## src/hw/rtl/miller_rabin_witness_test_top_macros.svh

```systemverilog
// Assertion macros for the witness test block.
// Both macros sample on i_clk and are switched off while i_rst_n is low.
`ifndef MILLER_RABIN_WITNESS_TEST_TOP_MACROS_SVH
`define MILLER_RABIN_WITNESS_TEST_TOP_MACROS_SVH

`ifndef SYNTHESIS

`define MRW_ASSERT_SAME(lbl, pre, post) \
    lbl: assert property (@(posedge i_clk) disable iff (!i_rst_n) (pre) |-> (post)) \
        else $error("mrw assertion failed");

`define MRW_ASSERT_NEXT(lbl, pre, post) \
    lbl: assert property (@(posedge i_clk) disable iff (!i_rst_n) (pre) |=> (post)) \
        else $error("mrw assertion failed");

`else

`define MRW_ASSERT_SAME(lbl, pre, post)
`define MRW_ASSERT_NEXT(lbl, pre, post)

`endif

`endif

```

## src/hw/rtl/mrw_pkg.sv

```systemverilog
`default_nettype none

package mrw_pkg;

    localparam int FIELD_W   = 32;
    localparam int VERDICT_W = 2;

    typedef logic [VERDICT_W-1:0] t_verdict;

    localparam t_verdict VERDICT_PRIME   = 2'd0;
    localparam t_verdict VERDICT_ROOT    = 2'd1;
    localparam t_verdict VERDICT_FINAL   = 2'd2;
    localparam t_verdict VERDICT_INVALID = 2'd3;

endpackage

`default_nettype wire

```

## src/hw/rtl/mrw_if.sv

```systemverilog
`default_nettype none

interface mrw_in_if;
    logic                         valid;
    logic                         ready;
    logic [mrw_pkg::FIELD_W-1:0]  candidate;
    logic [mrw_pkg::FIELD_W-1:0]  witness;

    modport source (output valid, output candidate, output witness, input ready);
    modport sink   (input valid, input candidate, input witness, output ready);
endinterface

interface mrw_out_if;
    logic                  valid;
    logic                  ready;
    mrw_pkg::t_verdict     verdict;

    modport source (output valid, output verdict, input ready);
    modport sink   (input valid, input verdict, output ready);
endinterface

`default_nettype wire

```

## src/hw/rtl/miller_rabin_witness_test_top.sv

```systemverilog
// Channel   Dir  Word                      Accepted when
// i_in      in   candidate[31:0], witness  i_in.valid & i_in.ready
// o_res     out  verdict[1:0]              o_res.valid & o_res.ready
//
// One word at a time; i_in.ready is high only while no word is under test.
// Per word: the factors of two are stripped from n-1, then each of the WIDTH bits of d takes a
// square (skipped while x is one) and a multiply when the bit is set, then up to s-1 squarings;
// every mod-multiply runs bit-serially on the one modular adder. Invalid words go straight
// from the check to the finish state. Reset is synchronous and clears control state only.
// A verdict waits in the output register while the next word is accepted.
`default_nettype none
`include "miller_rabin_witness_test_top_macros.svh"

module miller_rabin_witness_test_top #(
    parameter int WIDTH = 32
) (
    input  wire logic  i_clk,
    input  wire logic  i_rst_n,
    mrw_in_if.sink     i_in,
    mrw_out_if.source  o_res
);

    localparam int BW = $clog2(WIDTH);

    typedef enum logic [7:0] {
        ST_IDLE    = 8'b0000_0001,
        ST_CHECK   = 8'b0000_0010,
        ST_STRIP   = 8'b0000_0100,
        ST_POW_SQ  = 8'b0000_1000,
        ST_POW_MUL = 8'b0001_0000,
        ST_TEST    = 8'b0010_0000,
        ST_SQ      = 8'b0100_0000,
        ST_FINISH  = 8'b1000_0000
    } t_state;

    t_state            r_state, n_state;
    logic [WIDTH-1:0]  r_n, n_n, r_a, n_a, r_nm1, n_nm1, r_d, n_d, r_x, n_x;
    logic [BW-1:0]     r_s, n_s, r_bit, n_bit;
    logic              r_wait, n_wait;
    mrw_pkg::t_verdict r_verdict, n_verdict, r_out_verdict, n_out_verdict;
    logic              r_out_valid, n_out_valid;

    logic [WIDTH-1:0]  w_cand, w_wit, w_mul_y, w_prod;
    logic              w_mul_start, w_mul_done, w_invalid, w_accept;

    always_comb begin
        for (int i = 0; i < WIDTH; i++) begin
            if (i < mrw_pkg::FIELD_W) begin
                w_cand[i] = i_in.candidate[i % mrw_pkg::FIELD_W];
                w_wit[i]  = i_in.witness[i % mrw_pkg::FIELD_W];
            end else begin
                w_cand[i] = 1'b0;
                w_wit[i]  = 1'b0;
            end
        end
    end

    assign i_in.ready = (r_state == ST_IDLE);
    assign w_accept   = i_in.valid && i_in.ready;
    assign w_invalid  = !r_n[0] || (r_n < WIDTH'(5)) || (r_a < WIDTH'(2))
                        || (r_a > (r_n - WIDTH'(2)));

    mrw_modmul #(
        .WIDTH (WIDTH)
    ) u_modmul (
        .i_clk   (i_clk),
        .i_rst_n (i_rst_n),
        .i_start (w_mul_start),
        .i_x     (r_x),
        .i_y     (w_mul_y),
        .i_m     (r_n),
        .o_done  (w_mul_done),
        .o_prod  (w_prod)
    );

    always_comb begin
        n_state       = r_state;
        n_n           = r_n;
        n_a           = r_a;
        n_nm1         = r_nm1;
        n_d           = r_d;
        n_x           = r_x;
        n_s           = r_s;
        n_bit         = r_bit;
        n_wait        = r_wait;
        n_verdict     = r_verdict;
        n_out_verdict = r_out_verdict;
        n_out_valid   = (r_out_valid && o_res.ready) ? 1'b0 : r_out_valid;
        w_mul_start   = 1'b0;
        w_mul_y       = r_x;
        unique case (r_state)
            ST_IDLE: begin
                if (w_accept) begin
                    n_n     = w_cand;
                    n_a     = w_wit;
                    n_state = ST_CHECK;
                end
            end
            ST_CHECK: begin
                if (w_invalid) begin
                    n_verdict = mrw_pkg::VERDICT_INVALID;
                    n_state   = ST_FINISH;
                end else begin
                    n_nm1   = r_n - WIDTH'(1);
                    n_d     = r_n - WIDTH'(1);
                    n_s     = '0;
                    n_state = ST_STRIP;
                end
            end
            ST_STRIP: begin
                if (!r_d[0]) begin
                    n_d = r_d >> 1;
                    n_s = r_s + BW'(1);
                end else begin
                    n_x     = WIDTH'(1);
                    n_bit   = BW'(WIDTH - 1);
                    n_state = ST_POW_SQ;
                end
            end
            ST_POW_SQ: begin
                if (r_wait) begin
                    if (w_mul_done) begin
                        n_x     = w_prod;
                        n_wait  = 1'b0;
                        n_state = ST_POW_MUL;
                    end
                end else if (r_x == WIDTH'(1)) begin
                    n_state = ST_POW_MUL;
                end else begin
                    w_mul_start = 1'b1;
                    n_wait      = 1'b1;
                end
            end
            ST_POW_MUL: begin
                if (r_wait) begin
                    if (w_mul_done) begin
                        n_x    = w_prod;
                        n_wait = 1'b0;
                        if (r_bit == '0) begin
                            n_state = ST_TEST;
                        end else begin
                            n_bit   = r_bit - BW'(1);
                            n_state = ST_POW_SQ;
                        end
                    end
                end else if (r_d[r_bit]) begin
                    w_mul_y     = r_a;
                    w_mul_start = 1'b1;
                    n_wait      = 1'b1;
                end else if (r_bit == '0) begin
                    n_state = ST_TEST;
                end else begin
                    n_bit   = r_bit - BW'(1);
                    n_state = ST_POW_SQ;
                end
            end
            ST_TEST: begin
                if (r_x == WIDTH'(1) || r_x == r_nm1) begin
                    n_verdict = mrw_pkg::VERDICT_PRIME;
                    n_state   = ST_FINISH;
                end else if (r_s <= BW'(1)) begin
                    n_verdict = mrw_pkg::VERDICT_FINAL;
                    n_state   = ST_FINISH;
                end else begin
                    n_s     = r_s - BW'(1);
                    n_state = ST_SQ;
                end
            end
            ST_SQ: begin
                if (r_wait) begin
                    if (w_mul_done) begin
                        n_x    = w_prod;
                        n_wait = 1'b0;
                        if (w_prod == r_nm1) begin
                            n_verdict = mrw_pkg::VERDICT_PRIME;
                            n_state   = ST_FINISH;
                        end else if (w_prod == WIDTH'(1)) begin
                            n_verdict = mrw_pkg::VERDICT_ROOT;
                            n_state   = ST_FINISH;
                        end else if (r_s == BW'(1)) begin
                            n_verdict = mrw_pkg::VERDICT_FINAL;
                            n_state   = ST_FINISH;
                        end else begin
                            n_s = r_s - BW'(1);
                        end
                    end
                end else begin
                    w_mul_start = 1'b1;
                    n_wait      = 1'b1;
                end
            end
            ST_FINISH: begin
                if (!r_out_valid || o_res.ready) begin
                    n_out_verdict = r_verdict;
                    n_out_valid   = 1'b1;
                    n_state       = ST_IDLE;
                end
            end
            default: n_state = ST_IDLE;
        endcase
    end

    always_ff @(posedge i_clk) begin
        if (!i_rst_n) begin
            r_state     <= ST_IDLE;
            r_wait      <= 1'b0;
            r_out_valid <= 1'b0;
        end else begin
            r_state     <= n_state;
            r_wait      <= n_wait;
            r_out_valid <= n_out_valid;
        end
    end

    always_ff @(posedge i_clk) begin
        r_n           <= n_n;
        r_a           <= n_a;
        r_nm1         <= n_nm1;
        r_d           <= n_d;
        r_x           <= n_x;
        r_s           <= n_s;
        r_bit         <= n_bit;
        r_verdict     <= n_verdict;
        r_out_verdict <= n_out_verdict;
    end

    assign o_res.valid   = r_out_valid;
    assign o_res.verdict = r_out_verdict;

    `MRW_ASSERT_NEXT(a_accept_check, w_accept, r_state == ST_CHECK)
    `MRW_ASSERT_SAME(a_load_from_finish, $rose(r_out_valid), $past(r_state) == ST_FINISH)
    `MRW_ASSERT_NEXT(a_invalid_verdict, (r_state == ST_CHECK) && w_invalid,
                     r_verdict == mrw_pkg::VERDICT_INVALID)
    `MRW_ASSERT_SAME(a_done_while_wait, w_mul_done, r_wait)

endmodule

`default_nettype wire

```

## src/hw/rtl/mrw_modmul.sv

```systemverilog
`default_nettype none
`include "miller_rabin_witness_test_top_macros.svh"

module mrw_modmul #(
    parameter int WIDTH = 32
) (
    input  wire logic             i_clk,
    input  wire logic             i_rst_n,
    input  wire logic             i_start,
    input  wire logic [WIDTH-1:0] i_x,
    input  wire logic [WIDTH-1:0] i_y,
    input  wire logic [WIDTH-1:0] i_m,
    output logic                  o_done,
    output logic [WIDTH-1:0]      o_prod
);

    localparam int BW = $clog2(WIDTH);

    typedef enum logic [2:0] {
        MS_IDLE = 3'b001,
        MS_DBL  = 3'b010,
        MS_ADD  = 3'b100
    } t_mstate;

    t_mstate          r_state, n_state;
    logic [WIDTH-1:0] r_x, r_y, r_m, r_acc, n_acc;
    logic [BW-1:0]    r_idx, n_idx;
    logic             r_done, n_done;

    logic [WIDTH-1:0] w_q;
    logic [WIDTH:0]   w_sum;
    logic [WIDTH:0]   w_red;
    logic [WIDTH-1:0] w_addmod;

    // shared modular adder: both operands below m
    always_comb begin
        w_q      = (r_state == MS_ADD) ? r_x : r_acc;
        w_sum    = {1'b0, r_acc} + {1'b0, w_q};
        w_red    = w_sum - {1'b0, r_m};
        w_addmod = (w_sum >= {1'b0, r_m}) ? w_red[WIDTH-1:0] : w_sum[WIDTH-1:0];
    end

    always_comb begin
        n_state = r_state;
        n_acc   = r_acc;
        n_idx   = r_idx;
        n_done  = 1'b0;
        unique case (r_state)
            MS_IDLE: begin
                if (i_start) begin
                    n_acc   = '0;
                    n_idx   = BW'(WIDTH - 1);
                    n_state = MS_DBL;
                end
            end
            MS_DBL: begin
                n_acc = w_addmod;
                if (r_y[r_idx]) begin
                    n_state = MS_ADD;
                end else if (r_idx == '0) begin
                    n_done  = 1'b1;
                    n_state = MS_IDLE;
                end else begin
                    n_idx = r_idx - BW'(1);
                end
            end
            MS_ADD: begin
                n_acc = w_addmod;
                if (r_idx == '0) begin
                    n_done  = 1'b1;
                    n_state = MS_IDLE;
                end else begin
                    n_idx   = r_idx - BW'(1);
                    n_state = MS_DBL;
                end
            end
            default: n_state = MS_IDLE;
        endcase
    end

    always_ff @(posedge i_clk) begin
        if (!i_rst_n) begin
            r_state <= MS_IDLE;
            r_done  <= 1'b0;
        end else begin
            r_state <= n_state;
            r_done  <= n_done;
        end
    end

    always_ff @(posedge i_clk) begin
        r_acc <= n_acc;
        r_idx <= n_idx;
        if (r_state == MS_IDLE && i_start) begin
            r_x <= i_x;
            r_y <= i_y;
            r_m <= i_m;
        end
    end

    assign o_done = r_done;
    assign o_prod = r_acc;

    `MRW_ASSERT_NEXT(a_start_dbl, (r_state == MS_IDLE) && i_start, r_state == MS_DBL)
    `MRW_ASSERT_SAME(a_done_last, r_done, $past(r_idx) == '0)
    `MRW_ASSERT_SAME(a_done_reduced, r_done, r_acc < r_m)

endmodule

`default_nettype wire

```

## src/flat_wrapper.sv

```systemverilog
// flat-port wrapper written by rule: the top's interface ports become plain ports
module miller_rabin_witness_test_top_flat 
#(
    parameter int WIDTH = 32
)
  (i_clk, i_rst_n, i_in_valid, i_in_candidate, i_in_witness, i_in_ready, o_res_valid, o_res_verdict, o_res_ready);
  mrw_in_if i_in_i ();
  mrw_out_if o_res_i ();
  input  wire logic i_clk;
  input  wire logic i_rst_n;
  input wire logic [$bits(i_in_i.valid)-1:0] i_in_valid;
  input wire logic [$bits(i_in_i.candidate)-1:0] i_in_candidate;
  input wire logic [$bits(i_in_i.witness)-1:0] i_in_witness;
  output wire logic [$bits(i_in_i.ready)-1:0] i_in_ready;
  output wire logic [$bits(o_res_i.valid)-1:0] o_res_valid;
  output wire logic [$bits(o_res_i.verdict)-1:0] o_res_verdict;
  input wire logic [$bits(o_res_i.ready)-1:0] o_res_ready;
  assign i_in_i.valid = i_in_valid;
  assign i_in_i.candidate = i_in_candidate;
  assign i_in_i.witness = i_in_witness;
  assign i_in_ready = i_in_i.ready;
  assign o_res_valid = o_res_i.valid;
  assign o_res_verdict = o_res_i.verdict;
  assign o_res_i.ready = o_res_ready;
  miller_rabin_witness_test_top #(.WIDTH(WIDTH)) u_core (.i_clk(i_clk), .i_rst_n(i_rst_n), .i_in(i_in_i), .o_res(o_res_i));
endmodule
```

## config.mk

```make
export PLATFORM = sky130hd
export DESIGN_NAME = miller_rabin_witness_test_top_flat
export DESIGN_NICKNAME = d
export VERILOG_FILES = /design/src/hw/rtl/mrw_pkg.sv /design/src/hw/rtl/mrw_if.sv /design/src/hw/rtl/miller_rabin_witness_test_top.sv /design/src/hw/rtl/mrw_modmul.sv /design/src/flat_wrapper.sv
export VERILOG_INCLUDE_DIRS = /design/src /design/src/hw/rtl
export SDC_FILE = /design/constraint.sdc
export NUM_CORES = 1
export LEC_CHECK = 0
export BUFFER_PORTS_ARGS = -buffer_cell sky130_fd_sc_hd__buf_4
export CAP_MARGIN = 20
export CORE_ASPECT_RATIO = 1.75
export CORE_UTILIZATION = 50
export CTS_CLUSTER_SIZE = 40
export DETAILED_ROUTE_END_ITERATION = 10
export PLACE_DENSITY = 0.67
export RECOVER_POWER = 100
export SLEW_MARGIN = 20
export SYNTH_ARGS = -nofsm -noshare
export SYNTH_HDL_FRONTEND = slang
export SYNTH_SLANG_ARGS = --single-unit
export TNS_END_PERCENT = 5
```

## constraint.sdc

```tcl
create_clock -name i_clk -period 19.2 [get_ports i_clk]
set_input_delay 4.8 -clock i_clk [delete_from_list [all_inputs] [get_ports i_clk]]
set_output_delay 4.8 -clock i_clk [all_outputs]
set_load 0.01 [all_outputs]
```

==> results.yml, run 1 <==
status:
  status: "complete, but fails checks"
  violations: "max-capacitance violations, max-slew violations"
critical_path:
  crit_required_ns: 19.52
  crit_path_start_kind: "flip-flop"
  cp_max_fo: 33
  critPathCaptureType: "flip-flop"
  r2r_setup_slack_ns: 10.63
  r2r-start: "u_core.u_modmul.r_state[2]"
  crit_type: "reg2reg"
  setup.worst_path.start: "u_core.u_modmul.r_state[2]"
  crit_arrival_ns: 8.88
yosys:
  synthCells: 1701
  synth_ff_type: "edfxtp_1"
  synthMuxAreaShare_pct: 6.57
  synth_edf_count: 307
  synth-xor-area-share_pct: 8.15
  ys_seq_area_share_pct: 50.0
  ys_types: 69
  yosys.area_share.simple_pct: 16.2
  synth_area_mm2: 0.0190
  synth_top_family_by_area: "simple AND/OR/NAND/NOR gates"
  yosys_warnings: 0
  avgSynthCellArea_um2: 11.2
  synth_fa_ha_area_share_pct: 7.06
  yosysTopAreaCellShare_pct: 48.5
  ys_ff_latch: 321
  yosysTopAreaCell: "edfxtp_1"
  ys_async_sr_fraction_pct: 0
  synth_compound_area_share_pct: 9.68
  netlist_top_cells_area: "edfxtp_1, ha_1, xor2_1"
  syn_nets: 1875
route:
  vias_per_cell: 5.97
  wl_mm: 54.9
  wl_per_cell_um: 24.2
  firstDrtPassIters: 5
  drtAntennaViolNets: 0
  drtIter0Drc: 831
  drc_errors: 0
  vias: 13500
grt:
  met3_usage_pct: 2.46
  grt_max_degree: 76
  grt_pass1_wl_mm: 82.2
  gr-total-overflow: 0
  grt.total_usage_pct: 28.9
  grt_pass1_vias: 13900
  grtUsageMet1_pct: 31.9
  antenna_found_initial: 0
  top_usage_layer: "met2"
  grt_util_met2_pct: 52.2
floorplanning:
  coreArea_mm2: 0.0375
  boundaryPins: 72
  start_util_pct: 50.6
  std_cell_rows: 94
  die_w_um: 149
  die_area_mm2: 0.0388
  die_height_um: 260
final_layout:
  diodes: 0
  final_nets: 1942
  drive_gt1_share_pct: 12.1
  synthToLayoutAreaGrowth_pct: 10.2
  fill_cells: 3227
clocking:
  clkLatencyLatePin_ns: 0.59
  clockRootBuffer: "clkbuf_16"
  cts_hold_buf: 0
  post_cts_resized: 0
  cts_tree: "built"
  cts.sinks: 321
  cts_setup_buffers: 0
  clock_path_buffers: 3
  numCtsBuffers: 31
  htreeDepth: 1
  clkTransAtPathRegs_ns: 0.06
timing:
  slew_viol_final: 423
  max_slew_margin_pct: -168
  hold_ws_ns: 0.420
  fin_crit_sh_pct: 44.6
  fin_crit_ns: 8.57
  skew_ns: 0.0166
  fmax_mhz: 117
  rsz0062_at_grt: "no"
  setup-violations-final: 0
  setup_tns_ns: 0
  tightestPinTransition_ns: 4.03
  finalHoldViolations: 0
min_path:
  min-delay-start: "u_core.r_verdict[0]"
  holdCritPathClass: "reg2reg"
place:
  place_congestion: 1.02
  buffer_ports.inserted: 71
  dp.final_hpwl_mm: 43.2
pwr:
  power_density_mw_per_mm2: 81.2
  ir_worst_vdd_uv: 85.8
  p_leak_nw: 7.46
flow_run:
  drv_cap: 10
## logic make-up after synthesis
family                   Yosys count
buffers and inverters            117
multiplexers                      99
AO/OA/AOI/OAI                    290
adder cells (fa/ha/maj)          106
flip-flops                       321
XOR/XNOR                         176
AND/OR/NAND/NOR                  592
## critical path, cell delays in order, from the launching register on
cell      delay, ns
dfxtp_1        0.34
nor2b_1        0.19
nor2b_2        0.15
clkbuf_1       1.25
mux2_2         0.45
ha_1           0.21
inv_1          0.08
fa_1           0.20
nand2b_1       0.14
a21oi_1        0.11
o21ai_0        0.43
a21oi_1        0.16
a31oi_1        0.43
a21oi_1        0.17
a31oi_1        0.38
mux2i_1        0.15
or2_2          0.31
ha_1           0.50
nand4_1        0.13
nor4_1         0.23
nand4_1        0.27
and3_1         0.28
o21ai_0        0.07
o21ai_0        0.17
a21bo_1        1.10
mux2i_1        0.29
nor2_1         0.06
## cells in the final DEF, fill, tap and decap left out, drive strengths merged, types with 13 or more instances in the layout
cell,count
xor2,105
mux4,14
clkbuf,119
nand2,153
edfxtp,307
a21o,41
nand3,31
ha,104
mux2i,19
nand4,31
a21oi,87
or3,15
a211oi,22
nand2b,21
nor2,119
dfxtp,14
and2,41
xnor2,71
nor4,46
o21ai,62
inv,64
mux2,66
nand3b,28
or2,13
nor3b,14
nor3,36
nor2b,16
## synth_stat cells (all sizes together), types with 13 or more instances
cell,number
a211oi,22
a21o,41
a21oi,87
and2,41
clkbuf,49
dfxtp,14
edfxtp,307
ha,104
inv,61
mux2,66
mux2i,19
mux4,14
nand2,153
nand2b,21
nand3,31
nand3b,28
nand4,31
nor2,119
nor2b,16
nor3,36
nor3b,14
nor4,46
o21ai,62
or2,13
or3,15
xnor2,71
xor2,105
## stage by stage
step	std cells	setup WS (ns)	cell area, um^2	utilization, %	total power [mW]
6_report	2269	10.63	20900	55.8	1.70
4_1_cts	2269	11.94	21000	56.1	1.71
2_1_floorplan	1701	5.48	19000	-	1.02
5_1_grt	2269	10.15	20900	55.8	1.76
3_3_place_gp	2215	12.18	20100	53.5	1.11
3_5_place_dp	2215	11.95	20100	53.5	1.11
## sequential cells by signal, indices dropped and copies added (netlist names)
register and cells:
u_core.u_modmul.r_m 32, u_core.u_modmul.r_state 3, u_core.r_n 32, u_core.u_modmul.r_idx 5, u_core.r_a 32, u_core.r_state 8
u_core.r_x 32, u_core.o_res.verdict 2, u_core.u_modmul.r_y 32, u_core.r_d 32, u_core.o_res.valid 1, u_core.r_verdict 2
u_core.u_modmul.o_prod 32, u_core.r_nm1 32, u_core.r_s 5, u_core.r_bit 5, u_core.u_modmul.o_done 1, u_core.r_wait 1
u_core.u_modmul.r_x 32
## metal layers
layer / vias up / part of all wire [%]
met3: 151 / 3.2
met5: - / 0
met4: 0 / 7.2
met1: 6573 / 37
li1: 6442 / -
met2: 374 / 53
## area by class of cell
class | count | area [um^2] | area share, %
multi-input cells | 1263 | 9030 | 43.2
clock buffers | 35 | 791 | 3.78
clock inverters | 19 | 169 | 0.807
flip-flops and latches | 321 | 9500 | 45.4
well taps | 480 | 601 | 2.87
repair buffers | 90 | 604 | 2.89
inverters | 61 | 229 | 1.09
## path summary, 6_finish.rpt
path | to | cells past startpoint
worst max-delay path | u_core.u_modmul.o_prod[1] | 26
worst min-delay path | u_core.o_res.verdict[0] | 0
worst max register to register | u_core.u_modmul.o_prod[1] | 26
worst min register to register | u_core.o_res.verdict[0] | 0
## report_power, final
group | switching (mW) | leakage (nW) | total, mW | internal (mW)
clock | 0.272 | 0.465 | 0.596 | 0.323
sequential | 0.0671 | 2.99 | 0.900 | 0.833
combinational | 0.122 | 4.00 | 0.202 | 0.0807
(Power assumes the default switching activity.)
==> inputs of run 2 (changes only) <==
ABC_AREA = 1   (was not set)
PLACE_DENSITY = 0.66   (was 0.67)
clock period = 8.3 ns   (was 19.2 ns; I/O delays follow)
==> results.yml, run 2 <==
critical_path:
  crit_type: "reg2reg"
  critical-path-top-delay-family: "simple AND/OR/NAND/NOR gates"
  r2r-start: "u_core.r_n[1]"
  r2r_setup_slack_ns: 1.68
  crit_path_start_kind: "flip-flop"
  crit_required_ns: 8.54
  critPathCaptureType: "flip-flop"
  slowest_stage: "clkbuf_1"
  setup.worst_path.start: "u_core.r_n[1]"
  path_cells: "inv_1 > ha_1 > inv_1 > nor2_1 > inv_1 > nor2_1 > nand2_1 > inv_1 > nand4_1 > xor2_1 > ha_1 > nand2_1 > nor2_1 > nand2_1 > nor2_1 > nand4_1 > nand2_1 > nand3_1 > inv_1 > clkbuf_1 > nor2_1"
  r2r-end: "u_core.r_verdict[1]"
  cp.depth: 21
  cp_slowest_stage_delay_ns: 1.50
  cp_max_fo: 33
  reg2reg_depth: 21
  crit_arrival_ns: 6.86
  path_buf_inv: 6
  worstSetupEndpoint: "u_core.r_verdict[1]"
clocking:
  cts.sinks: 321
  clkLatencyLatePin_ns: 0.60
  htreeDepth: 1
  clkTransAtPathRegs_ns: 0.06
  cts_hold_buf: 0
  cts_tree: "built"
  cts_setup_buffers: 0
  numCtsBuffers: 30
  clockRootBuffer: "clkbuf_16"
  post_cts_resized: 0
  clock_path_buffers: 3
yosys:
  ys_ff_latch: 321
  syn_nets: 2788
  ys_async_sr_fraction_pct: 0
  synth_common_cells: "nand2_1, inv_1, edfxtp_1, nor2_1, nand3_1"
  synth_area_mm2: 0.0210
  synth_ff_type: "edfxtp_1"
  yosysTopAreaCellShare_pct: 44.0
  ys_seq_area_share_pct: 45.3
  synth.most_common_cell: "nand2_1"
  yosys_warnings: 0
  synth_edf_count: 307
  yosysTopAreaCell: "edfxtp_1"
  avgSynthCellArea_um2: 8.02
  netlist_top_cells_area: "edfxtp_1, nand2_1, inv_1"
  ys_types: 56
  synthCells: 2614
pwr:
  p_sw_mw: 5.47
  sw_frac_of_total_pct: 53.0
  p_int_mw: 4.84
  power_mw: 10.3
  power_frac_seq_pct: 22.5
  p_clk_share_pct: 14.1
  power_density_mw_per_mm2: 450
  ir_worst_vdd_uv: 389
  p_leak_nw: 10.4
  share_comb_of_total_power_pct: 63.4
flow_run:
  drv_cap: 8
route:
  vias: 17800
  drtIter0Drc: 1027
  wl_per_cell_um: 21.6
  drc_errors: 0
  wl_mm: 70.5
  drtAntennaViolNets: 0
  vias_per_cell: 5.46
  firstDrtPassIters: 7
floorplanning:
  std_cell_rows: 98
  die_height_um: 273
  boundaryPins: 72
  die_w_um: 157
  start_util_pct: 51.0
  coreArea_mm2: 0.0411
  die_area_mm2: 0.0428
status:
  status: "complete, but fails checks"
  violations: "max-capacitance violations, max-slew violations"
timing:
  slew_viol_final: 351
  hold_ws_ns: 0.423
  fin_crit_sh_pct: 79.8
  rsz0062_at_grt: "no"
  fin_crit_ns: 6.62
  fmax_mhz: 151
  skew_ns: 0.0299
  max_slew_margin_pct: -99.3
  setup_tns_ns: 0
  setup-violations-final: 0
  tightestPinTransition_ns: 2.99
  finalHoldViolations: 0
grt:
  grt_pass1_vias: 18000
  gr-total-overflow: 0
  grt_pass1_wl_mm: 105
  antenna_found_initial: 0
  grt.total_usage_pct: 33.8
  grt_max_degree: 67
final_layout:
  final_nets: 2861
  synthToLayoutAreaGrowth_pct: 9.36
  final_cell_mix: "nand2_1, inv_1, edfxtp_1"
  final_common_cell: "nand2_1"
  drive_gt1_share_pct: 5.27
  diodes: 0
min_path:
  holdCritPathClass: "reg2reg"
place:
  buffer_ports.inserted: 71
  dp.final_hpwl_mm: 57.5
  place_congestion: 1.01
run 2: final cells by class:
class | count | area, um^2
Fill cell | 3923 | 18200
Timing Repair Buffer | 87 | 591
Sequential cell | 321 | 9500
Clock buffer | 35 | 779
Inverter | 427 | 1600
Tap cell | 550 | 688
Clock inverter | 21 | 243
Multi-Input combinational cell | 1820 | 9520
run 2: how the worst min path moves through the flow:
stage	from	to	slack (ns)	cells after the start
6_report	u_core.r_verdict[1]	u_core.o_res.verdict[1]	0.42	0
5_1_grt	u_core.r_verdict[1]	u_core.o_res.verdict[1]	0.45	0
3_3_place_gp	u_core.r_verdict[0]	u_core.o_res.verdict[0]	0.41	0
4_1_cts	u_core.r_verdict[1]	u_core.o_res.verdict[1]	0.43	0
3_5_place_dp	u_core.r_verdict[1]	u_core.o_res.verdict[1]	0.41	0
2_1_floorplan	u_core.r_verdict[0]	u_core.o_res.verdict[0]	0.40	0
run 2: power by group through the flow:
stage | clock network [mW] | registers, mW | logic [mW]
floorplan | 0 | 2.21 | 4.59
global placement | 0 | 2.33 | 6.38
detailed placement | 0 | 2.32 | 6.40
CTS | 1.47 | 2.30 | 6.44
global route | 1.53 | 2.34 | 7.18
finish | 1.45 | 2.32 | 6.54
run 2: kinds of logic (layout without fill, tap and decap cells):
family                     after synthesis  in the layout  synth area share, %
adders and majority gates              106            106                 6.40
xor gates and xnor gates               131            131                 5.51
muxes                                    1              1               0.0537
AOI/OAI and AO/OA                      324            324                 8.73
buffers and inverters                  473            570                 8.85
DFF                                    321            321                 45.3
and+or+nand+nor                       1258           1258                 25.1
run 2: per-stage QoR:
step	util (%)	std cells	instance area (um^2)	worst slack (ns)
floorplan	-	2614	21000	1.97
finish	55.8	3261	22900	1.68
detailed placement	53.8	3204	22100	2.64
global route	55.8	3261	22900	1.38
global placement	53.8	3204	22100	2.72
CTS	56.3	3260	23100	2.65
run 2: routing by layer:
layer	routed length, um	up-vias	GRT usage (%)
li1	-	8646	-
met1	24000	8302	33.3
met2	36500	587	62.1
met3	3030	271	3.71
met4	6990	0	29.1
met5	0	-	0
